**config.mk**
```make
export PLATFORM = sky130hd
export DESIGN_NAME = clipped_alpha_blend_blit
export DESIGN_NICKNAME = d
export VERILOG_FILES = /design/src/design/cabb_pkg.sv /design/src/design/cabb_front.sv /design/src/design/cabb_fifo.sv /design/src/design/cabb_back.sv /design/src/design/clipped_alpha_blend_blit.sv
export SDC_FILE = /design/constraint.sdc
export NUM_CORES = 2
export LEC_CHECK = 0
export BUFFER_PORTS_ARGS = -buffer_cell sky130_fd_sc_hd__buf_2
export CORE_MARGIN = 4
export CORE_UTILIZATION = 55
export DETAILED_ROUTE_END_ITERATION = 10
export PLACE_DENSITY = 0.71
export SLEW_MARGIN = 20
export SYNTH_ARGS = -nofsm -noshare
export SYNTH_HDL_FRONTEND = slang
export SYNTH_SLANG_ARGS = --single-unit
```
**constraint.sdc**
```tcl
create_clock -name clk -period 22.2 [get_ports clk]
set_clock_uncertainty 0.1 [all_clocks]
set_input_delay 2.22 -clock clk [delete_from_list [all_inputs] [get_ports clk]]
set_output_delay 2.22 -clock clk [all_outputs]
set_load 0.01 [all_outputs]
```
**src/design/cabb_pkg.sv**
```systemverilog
// Shared types, constants and helper functions for the clipped alpha-blend blit.
`default_nettype none

package cabb_pkg;

    // Field widths fixed by the pixel and register formats.
    localparam int DIM_W    = 13;
    localparam int ADDR_W   = 24;
    localparam int PIX_W    = 32;
    localparam int CHAN_W   = 8;
    localparam int CFG_W    = 13;
    localparam int REGIDX_W = 3;
    localparam int PROD_W   = 17;

    // Pixel constants.
    localparam logic [CHAN_W-1:0] CHAN_MAX   = 8'hFF;
    localparam logic [PROD_W-1:0] ROUND_BIAS = 17'd128;

    // Depth of the queue between the front and back parts.
    localparam int QDEPTH = 4;
    localparam int QAW    = 2;

    // Configuration register indexes.
    typedef enum logic [REGIDX_W-1:0] {
        REG_ORIGIN_X      = 3'd0,
        REG_ORIGIN_Y      = 3'd1,
        REG_SOURCE_WIDTH  = 3'd2,
        REG_SOURCE_HEIGHT = 3'd3,
        REG_TARGET_WIDTH  = 3'd4,
        REG_TARGET_HEIGHT = 3'd5,
        REG_BLEND_SELECT  = 3'd6,
        REG_ALPHA_OFFSET  = 3'd7
    } reg_idx_t;

    typedef enum logic {
        BLEND_ROUNDED  = 1'b0,
        BLEND_STRAIGHT = 1'b1
    } blend_t;

    // What the back part does with a pixel.
    typedef enum logic [1:0] {
        ACT_PASS     = 2'd0,
        ACT_COPY     = 2'd1,
        ACT_ROUND    = 2'd2,
        ACT_STRAIGHT = 2'd3
    } act_t;

    typedef struct packed {
        logic signed [DIM_W-1:0] origin_x;
        logic signed [DIM_W-1:0] origin_y;
        logic [DIM_W-1:0]        source_width;
        logic [DIM_W-1:0]        source_height;
        logic [DIM_W-1:0]        target_width;
        logic [DIM_W-1:0]        target_height;
        blend_t                  blend_select;
        logic [CHAN_W-1:0]       alpha_offset;
    } cfg_t;

    typedef struct packed {
        logic [PIX_W-1:0] source_pixel;
        logic [PIX_W-1:0] target_pixel;
    } pix_in_t;

    typedef struct packed {
        logic              write_enable;
        logic [ADDR_W-1:0] target_address;
        logic [PIX_W-1:0]  blended_pixel;
        logic              image_done;
    } pix_out_t;

    // One classified pixel waiting in the queue.
    typedef struct packed {
        act_t              act;
        logic [ADDR_W-1:0] addr;
        logic              done;
        logic [PIX_W-1:0]  src;
        logic [PIX_W-1:0]  dst;
        logic [CHAN_W-1:0] alpha;
    } q_entry_t;

    // Floor of y / 255, exact for y below 65535.
    function automatic logic [CHAN_W:0] div255(input logic [PROD_W-1:0] y);
        logic [PROD_W-1:0] t;
        t = y + PROD_W'(1) + PROD_W'(y >> 8);
        return t[PROD_W-1:8];
    endfunction

endpackage

`default_nettype wire

```
**src/design/cabb_front.sv**
```systemverilog
// Front part: raster counters, clipping, address and pixel classification.
`default_nettype none

module cabb_front #(
    parameter int MAX_DIMENSION = 4096
) (
    input  wire logic              clk,
    input  wire logic              rst_n,
    input  wire logic              in_valid,
    input  wire cabb_pkg::pix_in_t in_data,
    input  wire cabb_pkg::cfg_t    cfg,
    input  wire logic              q_full,
    output logic                   in_ready,
    output logic                   q_push,
    output cabb_pkg::q_entry_t     q_entry
);
    import cabb_pkg::*;

    localparam int CW = $clog2(MAX_DIMENSION);
    localparam int XW = ((CW > DIM_W) ? CW : DIM_W) + 1;

    // A size of zero acts as one, a size above the limit acts as the limit.
    function automatic logic [DIM_W-1:0] clamp_dim(input logic [DIM_W-1:0] v);
        if (v == '0)
            return DIM_W'(1);
        else if (32'(v) > 32'(MAX_DIMENSION))
            return DIM_W'(MAX_DIMENSION);
        else
            return v;
    endfunction

    logic [CW-1:0]     col_reg, col_next;
    logic [CW-1:0]     row_reg, row_next;
    logic [DIM_W-1:0]  sw, sh, tw, th;
    logic [XW:0]       dx, dy;
    logic              in_bounds;
    logic              last_col, last_row;
    logic              accept;
    logic [CHAN_W-1:0] sa;
    logic [CHAN_W:0]   sa_sum;

    assign in_ready = !q_full;
    assign accept   = in_valid && in_ready;
    assign q_push   = accept;

    assign sw = clamp_dim(cfg.source_width);
    assign sh = clamp_dim(cfg.source_height);
    assign tw = clamp_dim(cfg.target_width);
    assign th = clamp_dim(cfg.target_height);

    // Destination coordinates of the current source pixel.
    assign dx = {{(XW + 1 - DIM_W){cfg.origin_x[DIM_W-1]}}, cfg.origin_x}
              + {{(XW + 1 - CW){1'b0}}, col_reg};
    assign dy = {{(XW + 1 - DIM_W){cfg.origin_y[DIM_W-1]}}, cfg.origin_y}
              + {{(XW + 1 - CW){1'b0}}, row_reg};

    assign in_bounds = !dx[XW] && !dy[XW]
                    && (dx[XW-1:0] < XW'(tw)) && (dy[XW-1:0] < XW'(th));

    assign last_col = (XW'(col_reg) + XW'(1)) >= XW'(sw);
    assign last_row = (XW'(row_reg) + XW'(1)) >= XW'(sh);

    // Counter advance.
    always_comb
    begin
        col_next = col_reg;
        row_next = row_reg;
        if (accept)
        begin
            if (last_col)
            begin
                col_next = '0;
                row_next = last_row ? '0 : row_reg + CW'(1);
            end
            else
            begin
                col_next = col_reg + CW'(1);
            end
        end
    end

    always_ff @(posedge clk or negedge rst_n)
    begin
        if (!rst_n)
        begin
            col_reg <= '0;
            row_reg <= '0;
        end
        else
        begin
            col_reg <= col_next;
            row_reg <= row_next;
        end
    end

    assign sa     = in_data.source_pixel[PIX_W-1 -: CHAN_W];
    assign sa_sum = {1'b0, sa} + {1'b0, cfg.alpha_offset};

    // Classify the beat and build its queue entry.
    always_comb
    begin
        q_entry.src   = in_data.source_pixel;
        q_entry.dst   = in_data.target_pixel;
        q_entry.done  = last_col && last_row;
        q_entry.alpha = sa;
        q_entry.addr  = '0;
        q_entry.act   = ACT_PASS;
        if (in_bounds)
        begin
            q_entry.addr = ADDR_W'(dy[DIM_W-1:0]) * ADDR_W'(tw)
                         + ADDR_W'(dx[DIM_W-1:0]);
        end
        priority if (!in_bounds)
        begin
            q_entry.act = ACT_PASS;
        end
        else if (cfg.blend_select == BLEND_ROUNDED)
        begin
            priority if (sa == CHAN_MAX)
                q_entry.act = ACT_COPY;
            else if (sa == '0)
                q_entry.act = ACT_PASS;
            else
                q_entry.act = ACT_ROUND;
        end
        else
        begin
            q_entry.alpha = sa_sum[CHAN_W-1:0];
            priority if (sa_sum >= {1'b0, CHAN_MAX})
                q_entry.act = ACT_COPY;
            else if (sa_sum == '0)
                q_entry.act = ACT_PASS;
            else
                q_entry.act = ACT_STRAIGHT;
        end
    end

endmodule

`default_nettype wire

```
**src/design/cabb_fifo.sv**
```systemverilog
// Short queue of classified pixels between the front and back parts.
`default_nettype none

module cabb_fifo (
    input  wire logic               clk,
    input  wire logic               rst_n,
    input  wire logic               push,
    input  wire cabb_pkg::q_entry_t push_data,
    input  wire logic               pop,
    output logic                    full,
    output logic                    valid,
    output cabb_pkg::q_entry_t      pop_data
);
    import cabb_pkg::*;

    q_entry_t       entry_reg [QDEPTH];
    logic [QAW-1:0] wr_ptr_reg, wr_ptr_next;
    logic [QAW-1:0] rd_ptr_reg, rd_ptr_next;
    logic [QAW:0]   cnt_reg, cnt_next;

    assign full     = (cnt_reg == (QAW + 1)'(QDEPTH));
    assign valid    = (cnt_reg != '0);
    assign pop_data = entry_reg[rd_ptr_reg];

    // Pointer and fill count update.
    always_comb
    begin
        wr_ptr_next = push ? wr_ptr_reg + QAW'(1) : wr_ptr_reg;
        rd_ptr_next = pop ? rd_ptr_reg + QAW'(1) : rd_ptr_reg;
        cnt_next    = cnt_reg + (QAW + 1)'(push) - (QAW + 1)'(pop);
    end

    always_ff @(posedge clk or negedge rst_n)
    begin
        if (!rst_n)
        begin
            wr_ptr_reg <= '0;
            rd_ptr_reg <= '0;
            cnt_reg    <= '0;
        end
        else
        begin
            wr_ptr_reg <= wr_ptr_next;
            rd_ptr_reg <= rd_ptr_next;
            cnt_reg    <= cnt_next;
        end
    end

    // Entry storage.
    always_ff @(posedge clk)
    begin
        if (push)
            entry_reg[wr_ptr_reg] <= push_data;
    end

endmodule

`default_nettype wire

```
**src/design/cabb_back.sv**
```systemverilog
// Back part: two-stage blend pipeline with the output register.
`default_nettype none

module cabb_back (
    input  wire logic               clk,
    input  wire logic               rst_n,
    input  wire logic               q_valid,
    input  wire cabb_pkg::q_entry_t q_data,
    output logic                    q_pop,
    output logic                    out_valid,
    input  wire logic               out_ready,
    output cabb_pkg::pix_out_t      out_data
);
    import cabb_pkg::*;

    typedef struct packed {
        q_entry_t              e;
        logic [CHAN_W-1:0]     da;
        logic [3*CHAN_W-1:0]   mix;
    } s1_t;

    s1_t      s1_reg, s1_next;
    logic     s1_valid_reg;
    pix_out_t out_reg, out_next;
    logic     out_valid_reg;
    logic     en;

    // The whole pipeline moves unless a finished beat is held at the output.
    assign en        = !out_valid_reg || out_ready;
    assign q_pop     = en && q_valid;
    assign out_valid = out_valid_reg;
    assign out_data  = out_reg;

    // Stage one: destination alpha for rounded mode, channel mix for straight mode.
    always_comb
    begin
        logic [CHAN_W-1:0] a_inv;
        logic [PROD_W-1:0] da_prod;
        logic [PROD_W-1:0] mix_prod;
        logic [CHAN_W:0]   q;
        a_inv     = CHAN_MAX - q_data.alpha;
        s1_next.e = q_data;
        da_prod   = PROD_W'(q_data.dst[PIX_W-1 -: CHAN_W]) * PROD_W'(a_inv) + ROUND_BIAS;
        q         = div255(da_prod);
        s1_next.da = q[CHAN_W-1:0];
        s1_next.mix = '0;
        for (int i = 0; i < 3; i++)
        begin
            mix_prod = PROD_W'(q_data.src[CHAN_W*i +: CHAN_W]) * PROD_W'(q_data.alpha)
                     + PROD_W'(q_data.dst[CHAN_W*i +: CHAN_W]) * PROD_W'(a_inv);
            q = div255(mix_prod);
            s1_next.mix[CHAN_W*i +: CHAN_W] = q[CHAN_W-1:0];
        end
    end

    // Stage two: rounded channel sums with saturation and result selection.
    always_comb
    begin
        logic [CHAN_W:0]     t1;
        logic [CHAN_W:0]     t2;
        logic [CHAN_W:0]     sum;
        logic [3*CHAN_W-1:0] rgb;
        rgb = '0;
        for (int i = 0; i < 3; i++)
        begin
            t1  = div255(PROD_W'(s1_reg.e.dst[CHAN_W*i +: CHAN_W]) * PROD_W'(s1_reg.da)
                         + ROUND_BIAS);
            t2  = div255(PROD_W'(s1_reg.e.src[CHAN_W*i +: CHAN_W]) * PROD_W'(s1_reg.e.alpha)
                         + ROUND_BIAS);
            sum = {1'b0, t1[CHAN_W-1:0]} + {1'b0, t2[CHAN_W-1:0]};
            rgb[CHAN_W*i +: CHAN_W] = sum[CHAN_W] ? CHAN_MAX : sum[CHAN_W-1:0];
        end
        out_next.target_address = s1_reg.e.addr;
        out_next.image_done     = s1_reg.e.done;
        unique case (s1_reg.e.act)
            ACT_PASS:
            begin
                out_next.write_enable  = 1'b0;
                out_next.blended_pixel = s1_reg.e.dst;
            end
            ACT_COPY:
            begin
                out_next.write_enable  = 1'b1;
                out_next.blended_pixel = s1_reg.e.src;
            end
            ACT_ROUND:
            begin
                out_next.write_enable  = 1'b1;
                out_next.blended_pixel = {s1_reg.da, rgb};
            end
            ACT_STRAIGHT:
            begin
                out_next.write_enable  = 1'b1;
                out_next.blended_pixel = {{CHAN_W{1'b0}}, s1_reg.mix};
            end
            default:
            begin
                out_next.write_enable  = 1'b0;
                out_next.blended_pixel = s1_reg.e.dst;
            end
        endcase
    end

    // Valid flags.
    always_ff @(posedge clk or negedge rst_n)
    begin
        if (!rst_n)
        begin
            s1_valid_reg  <= 1'b0;
            out_valid_reg <= 1'b0;
        end
        else if (en)
        begin
            s1_valid_reg  <= q_valid;
            out_valid_reg <= s1_valid_reg;
        end
    end

    // Payload registers.
    always_ff @(posedge clk)
    begin
        if (en)
        begin
            s1_reg  <= s1_next;
            out_reg <= out_next;
        end
    end

endmodule

`default_nettype wire

```
**src/design/clipped_alpha_blend_blit.sv**
```systemverilog
// Top level of the clipped alpha-blend blit: configuration registers and the pipeline parts.
//
//   channel   direction   handshake              payload
//   in        input       in_valid / in_ready    in_data  (source and target pixel)
//   out       output      out_valid / out_ready  out_data (enable, address, pixel, done)
//   cfg       input       cfg_write              cfg_index, cfg_data
//
// One pixel per cycle is accepted and delivered while the output is not stalled; a beat
// passes three registers: the queue entry, the stage-one register and the output register.
// Reset clears the counters, the queue and the pipeline valid flags, and sets
// the registers to origin zero, all sizes one, rounded blending, offset zero.
// A stalled output holds the pipeline; the four-entry queue keeps taking input
// until it fills, and then in_ready drops.
`default_nettype none

module clipped_alpha_blend_blit #(
    parameter int MAX_DIMENSION = 4096
) (
    input  wire logic                              clk,
    input  wire logic                              rst_n,
    input  wire logic                              in_valid,
    output logic                                   in_ready,
    input  wire cabb_pkg::pix_in_t                 in_data,
    output logic                                   out_valid,
    input  wire logic                              out_ready,
    output cabb_pkg::pix_out_t                     out_data,
    input  wire logic                              cfg_write,
    input  wire logic [cabb_pkg::REGIDX_W-1:0]     cfg_index,
    input  wire logic [cabb_pkg::CFG_W-1:0]        cfg_data
);
    import cabb_pkg::*;

    cfg_t     cfg_reg;
    logic     q_push;
    q_entry_t q_entry;
    logic     q_full;
    logic     q_valid;
    logic     q_pop;
    q_entry_t q_data;

    // Configuration register file.
    always_ff @(posedge clk or negedge rst_n)
    begin
        if (!rst_n)
        begin
            cfg_reg.origin_x      <= '0;
            cfg_reg.origin_y      <= '0;
            cfg_reg.source_width  <= DIM_W'(1);
            cfg_reg.source_height <= DIM_W'(1);
            cfg_reg.target_width  <= DIM_W'(1);
            cfg_reg.target_height <= DIM_W'(1);
            cfg_reg.blend_select  <= BLEND_ROUNDED;
            cfg_reg.alpha_offset  <= '0;
        end
        else if (cfg_write)
        begin
            unique case (reg_idx_t'(cfg_index))
                REG_ORIGIN_X:      cfg_reg.origin_x      <= cfg_data[DIM_W-1:0];
                REG_ORIGIN_Y:      cfg_reg.origin_y      <= cfg_data[DIM_W-1:0];
                REG_SOURCE_WIDTH:  cfg_reg.source_width  <= cfg_data[DIM_W-1:0];
                REG_SOURCE_HEIGHT: cfg_reg.source_height <= cfg_data[DIM_W-1:0];
                REG_TARGET_WIDTH:  cfg_reg.target_width  <= cfg_data[DIM_W-1:0];
                REG_TARGET_HEIGHT: cfg_reg.target_height <= cfg_data[DIM_W-1:0];
                REG_BLEND_SELECT:  cfg_reg.blend_select  <= blend_t'(cfg_data[0]);
                REG_ALPHA_OFFSET:  cfg_reg.alpha_offset  <= cfg_data[CHAN_W-1:0];
                default:           cfg_reg.alpha_offset  <= cfg_reg.alpha_offset;
            endcase
        end
    end

    cabb_front #(
        .MAX_DIMENSION(MAX_DIMENSION)
    ) u_front (
        .clk      (clk),
        .rst_n    (rst_n),
        .in_valid (in_valid),
        .in_data  (in_data),
        .cfg      (cfg_reg),
        .q_full   (q_full),
        .in_ready (in_ready),
        .q_push   (q_push),
        .q_entry  (q_entry)
    );

    cabb_fifo u_fifo (
        .clk       (clk),
        .rst_n     (rst_n),
        .push      (q_push),
        .push_data (q_entry),
        .pop       (q_pop),
        .full      (q_full),
        .valid     (q_valid),
        .pop_data  (q_data)
    );

    cabb_back u_back (
        .clk       (clk),
        .rst_n     (rst_n),
        .q_valid   (q_valid),
        .q_data    (q_data),
        .q_pop     (q_pop),
        .out_valid (out_valid),
        .out_ready (out_ready),
        .out_data  (out_data)
    );

endmodule

`default_nettype wire

```
==> impl_metrics.ini <==
[grt]
grt_pass1_vias = 48603
overflow = 0
grt_max_degree = 122
grtUsageTotal = 0.250
antenna_found_initial = 25
grt_pass1_wl_mm = 259

[timing]
maxSlewHeadroom = 0.234
period_minus_slack_ns = 10.83
setup-tns-final_ns = 0
rsz0062_at_grt = false
slew_viol_final = 0
setup-violations-final = 0
hold_violations = 0
timing.fmax_ghz = 0.0923
worst_slew_pin_slew_ns = 1.15
finalCritPeriodShare = 0.488

[die]
rows = 128
die-area_um2 = 129000
chipWidth_um = 359
io_pins = 145
fp.dieH_um = 359
start_util = 0.556
core_um2 = 122000

[drt]
vias = 46182
first_pass_iters = 6
drc = 0
wirelength_mm = 159
vias_per_cell = 5.64
drtIter0Drc = 3132
wl_per_cell_um = 19.4
ant_nets = 0

[worst_setup_path]
cp-end-kind = flip-flop
cp-start-kind = flip-flop
slowest_delay_ns = 0.96
crit_path_frequent_cell = fa_1
critPathKind = reg -> reg
critPathMaxFanout = 64
cp.required_ns = 22.52
critPathSlowestCell = clkinv_1
cp.arrival_ns = 11.15

[place]
dp_hpwl_mm = 120
io_buffer_count = 144
place.gp.congestion = 0.905

[finish]
fin_util = 0.598
n_fill_cell = 9956
areaGrowthSynthToFinish_pct = 7.57
multiInputGateArea_um2 = 42700
drive_gt1_frac = 0.0936
seqCellArea_um2 = 20600
largest_reg_flops = 396
fin_nets = 8006

[clock_tree]
cts_root_buf = clkbuf_16
clock_path_buffers = 3
ctsHoldBuffers = 0
cts_max_level = 3
ctsResizeCount = 0
clkTransAtPathRegs_ns = 0.06
cts.sinks = 705
cts_setup_buffers = 0
tritoncts = yes
clk_latency_ns = 0.70
cts_made_buffers = 78

[outcome]
outcome = completed

[logic_synthesis]
synth-edff-count = 585
syn_area_um2 = 67900
async_reset_ff_frac = 0.170
syn-instance-count = 6375
synth_cell_types = 106
syn_area_per_cell_um2 = 10.7
ys.flop_type = edfxtp_1
yosysWarnings = 0
yosysSeqAreaShare = 0.303
synth_seq_cells = 705

[flow_run]
maxCapViolCount = 0

[worst_hold_path]
worstHoldPathType = reg -> reg
-- kinds of logic after synthesis --
kind of cell               share of synthesized area
and+or+nand+nor                                0.127
adders and majority gates                      0.341
buffers and inverters                         0.0691
other                                      0.0000552
DFF                                            0.303
xor gates and xnor gates                      0.0338
AOI/OAI and AO/OA                             0.0714
muxes                                         0.0545
-- layer usage --
metal / routed length, µm / up-vias / GRT usage / part of all wire
li1: - / 21426 / - / -
met1: 67200 / 23170 / 0.329 / 0.42
met2: 76200 / 1271 / 0.420 / 0.48
met3: 10600 / 297 / 0.0493 / 0.067
met4: 4710 / 18 / 0.0767 / 0.030
met5: 121 / - / 0 / 0.00076
-- metrics by stage --
| stage | std cells | hold slack (ns) | setup slack, ns | cell area, µm² |
|---|---|---|---|---|
| after floorplan | 6377 | 0.300 | 13.14 | 67900 |
| after global routing | 8173 | 0.322 | 10.73 | 73000 |
| after global placement | 8029 | 0.301 | 11.77 | 70500 |
| after CTS | 8171 | 0.316 | 11.52 | 73000 |
| final | 8184 | 0.319 | 11.37 | 73100 |
| after detailed placement | 8029 | 0.305 | 11.59 | 70500 |
-- synthesized netlist by cell type (17+ instances only) --
cell type,n,area (µm²)
ha_1,751,9400
o22ai_1,34,213
o21ai_1,18,90.1
o21bai_1,42,315
and3_1,26,163
a21oi_1,149,746
mux2_2,145,1630
xnor2_1,172,1510
xor2_1,77,674
fa_1,686,13700
o21ai_0,149,746
nand3_1,55,275
mux2i_1,40,400
nand2_1,651,2440
o21a_1,38,285
nor3_1,59,295
nor4_1,28,175
and2_1,440,2750
edfxtp_1,585,17600
nor2_1,293,1100
a211oi_1,18,135
o211ai_1,17,128
or3_1,18,113
a21o_1,62,465
clkbuf_1,145,544
nand4_1,23,144
dfrtp_1,116,2900
mux4_2,74,1670
inv_1,1062,3990
or2_2,17,106
nand2b_1,24,150
nor2b_1,69,432
-- placed cells by master, fill, tap and decap left out, types with 62 or more instances in the layout --
cell type	instances
a21o_1	62
a21oi_1	149
and2_1	440
buf_2	143
clkbuf_16	78
dfrtp_1	114
edfxtp_1	585
fa_1	686
ha_1	751
inv_1	1061
mux2_2	145
mux4_2	74
nand2_1	651
nor2_1	293
nor2b_1	67
o21ai_0	145
xnor2_1	172
xor2_1	77
-- critical path: cells and delay by family (launching register included) --
kind                     cells  cell delay (ns)
adder cells (fa/ha/maj)      8             3.55
AO/OA/AOI/OAI                6             1.30
buffers and inverters        4             2.16
XOR/XNOR                     1             0.18
multiplexers                 1             0.43
flip-flops                   1             0.57
AND/OR/NAND/NOR              8             2.21
-- final cells by class --
type,instances,share of cell area
flip-flops and latches,705,0.282
well taps,1625,0.0278
diodes,13,0.000445
multi-input cells,4427,0.585
inverters,1072,0.0552
clock inverters,46,0.00653
clock buffers,96,0.0276
repair buffers,200,0.0157
-- worst paths after layout --
kind                                      startpoint                    to  slack, ns  cells after the start
worst max-delay path            u_fifo.rd_ptr_reg[1]     u_back.s1_reg[15]      11.37                     28
max in group asynchronous                      rst_n  u_fifo.rd_ptr_reg[1]      19.44                      2
worst min-delay path             u_back.out_next[44]   u_back.out_data[44]       0.32                      0
worst max register to register  u_fifo.rd_ptr_reg[1]     u_back.s1_reg[15]      11.37                     28
min in group asynchronous                      rst_n           cfg_reg[33]       1.40                      1
worst min register to register   u_back.out_next[44]   u_back.out_data[44]       0.32                      0
Power is not shown: default switching activity piles up to over one toggle a cycle in this logic, so the estimate is an artifact.
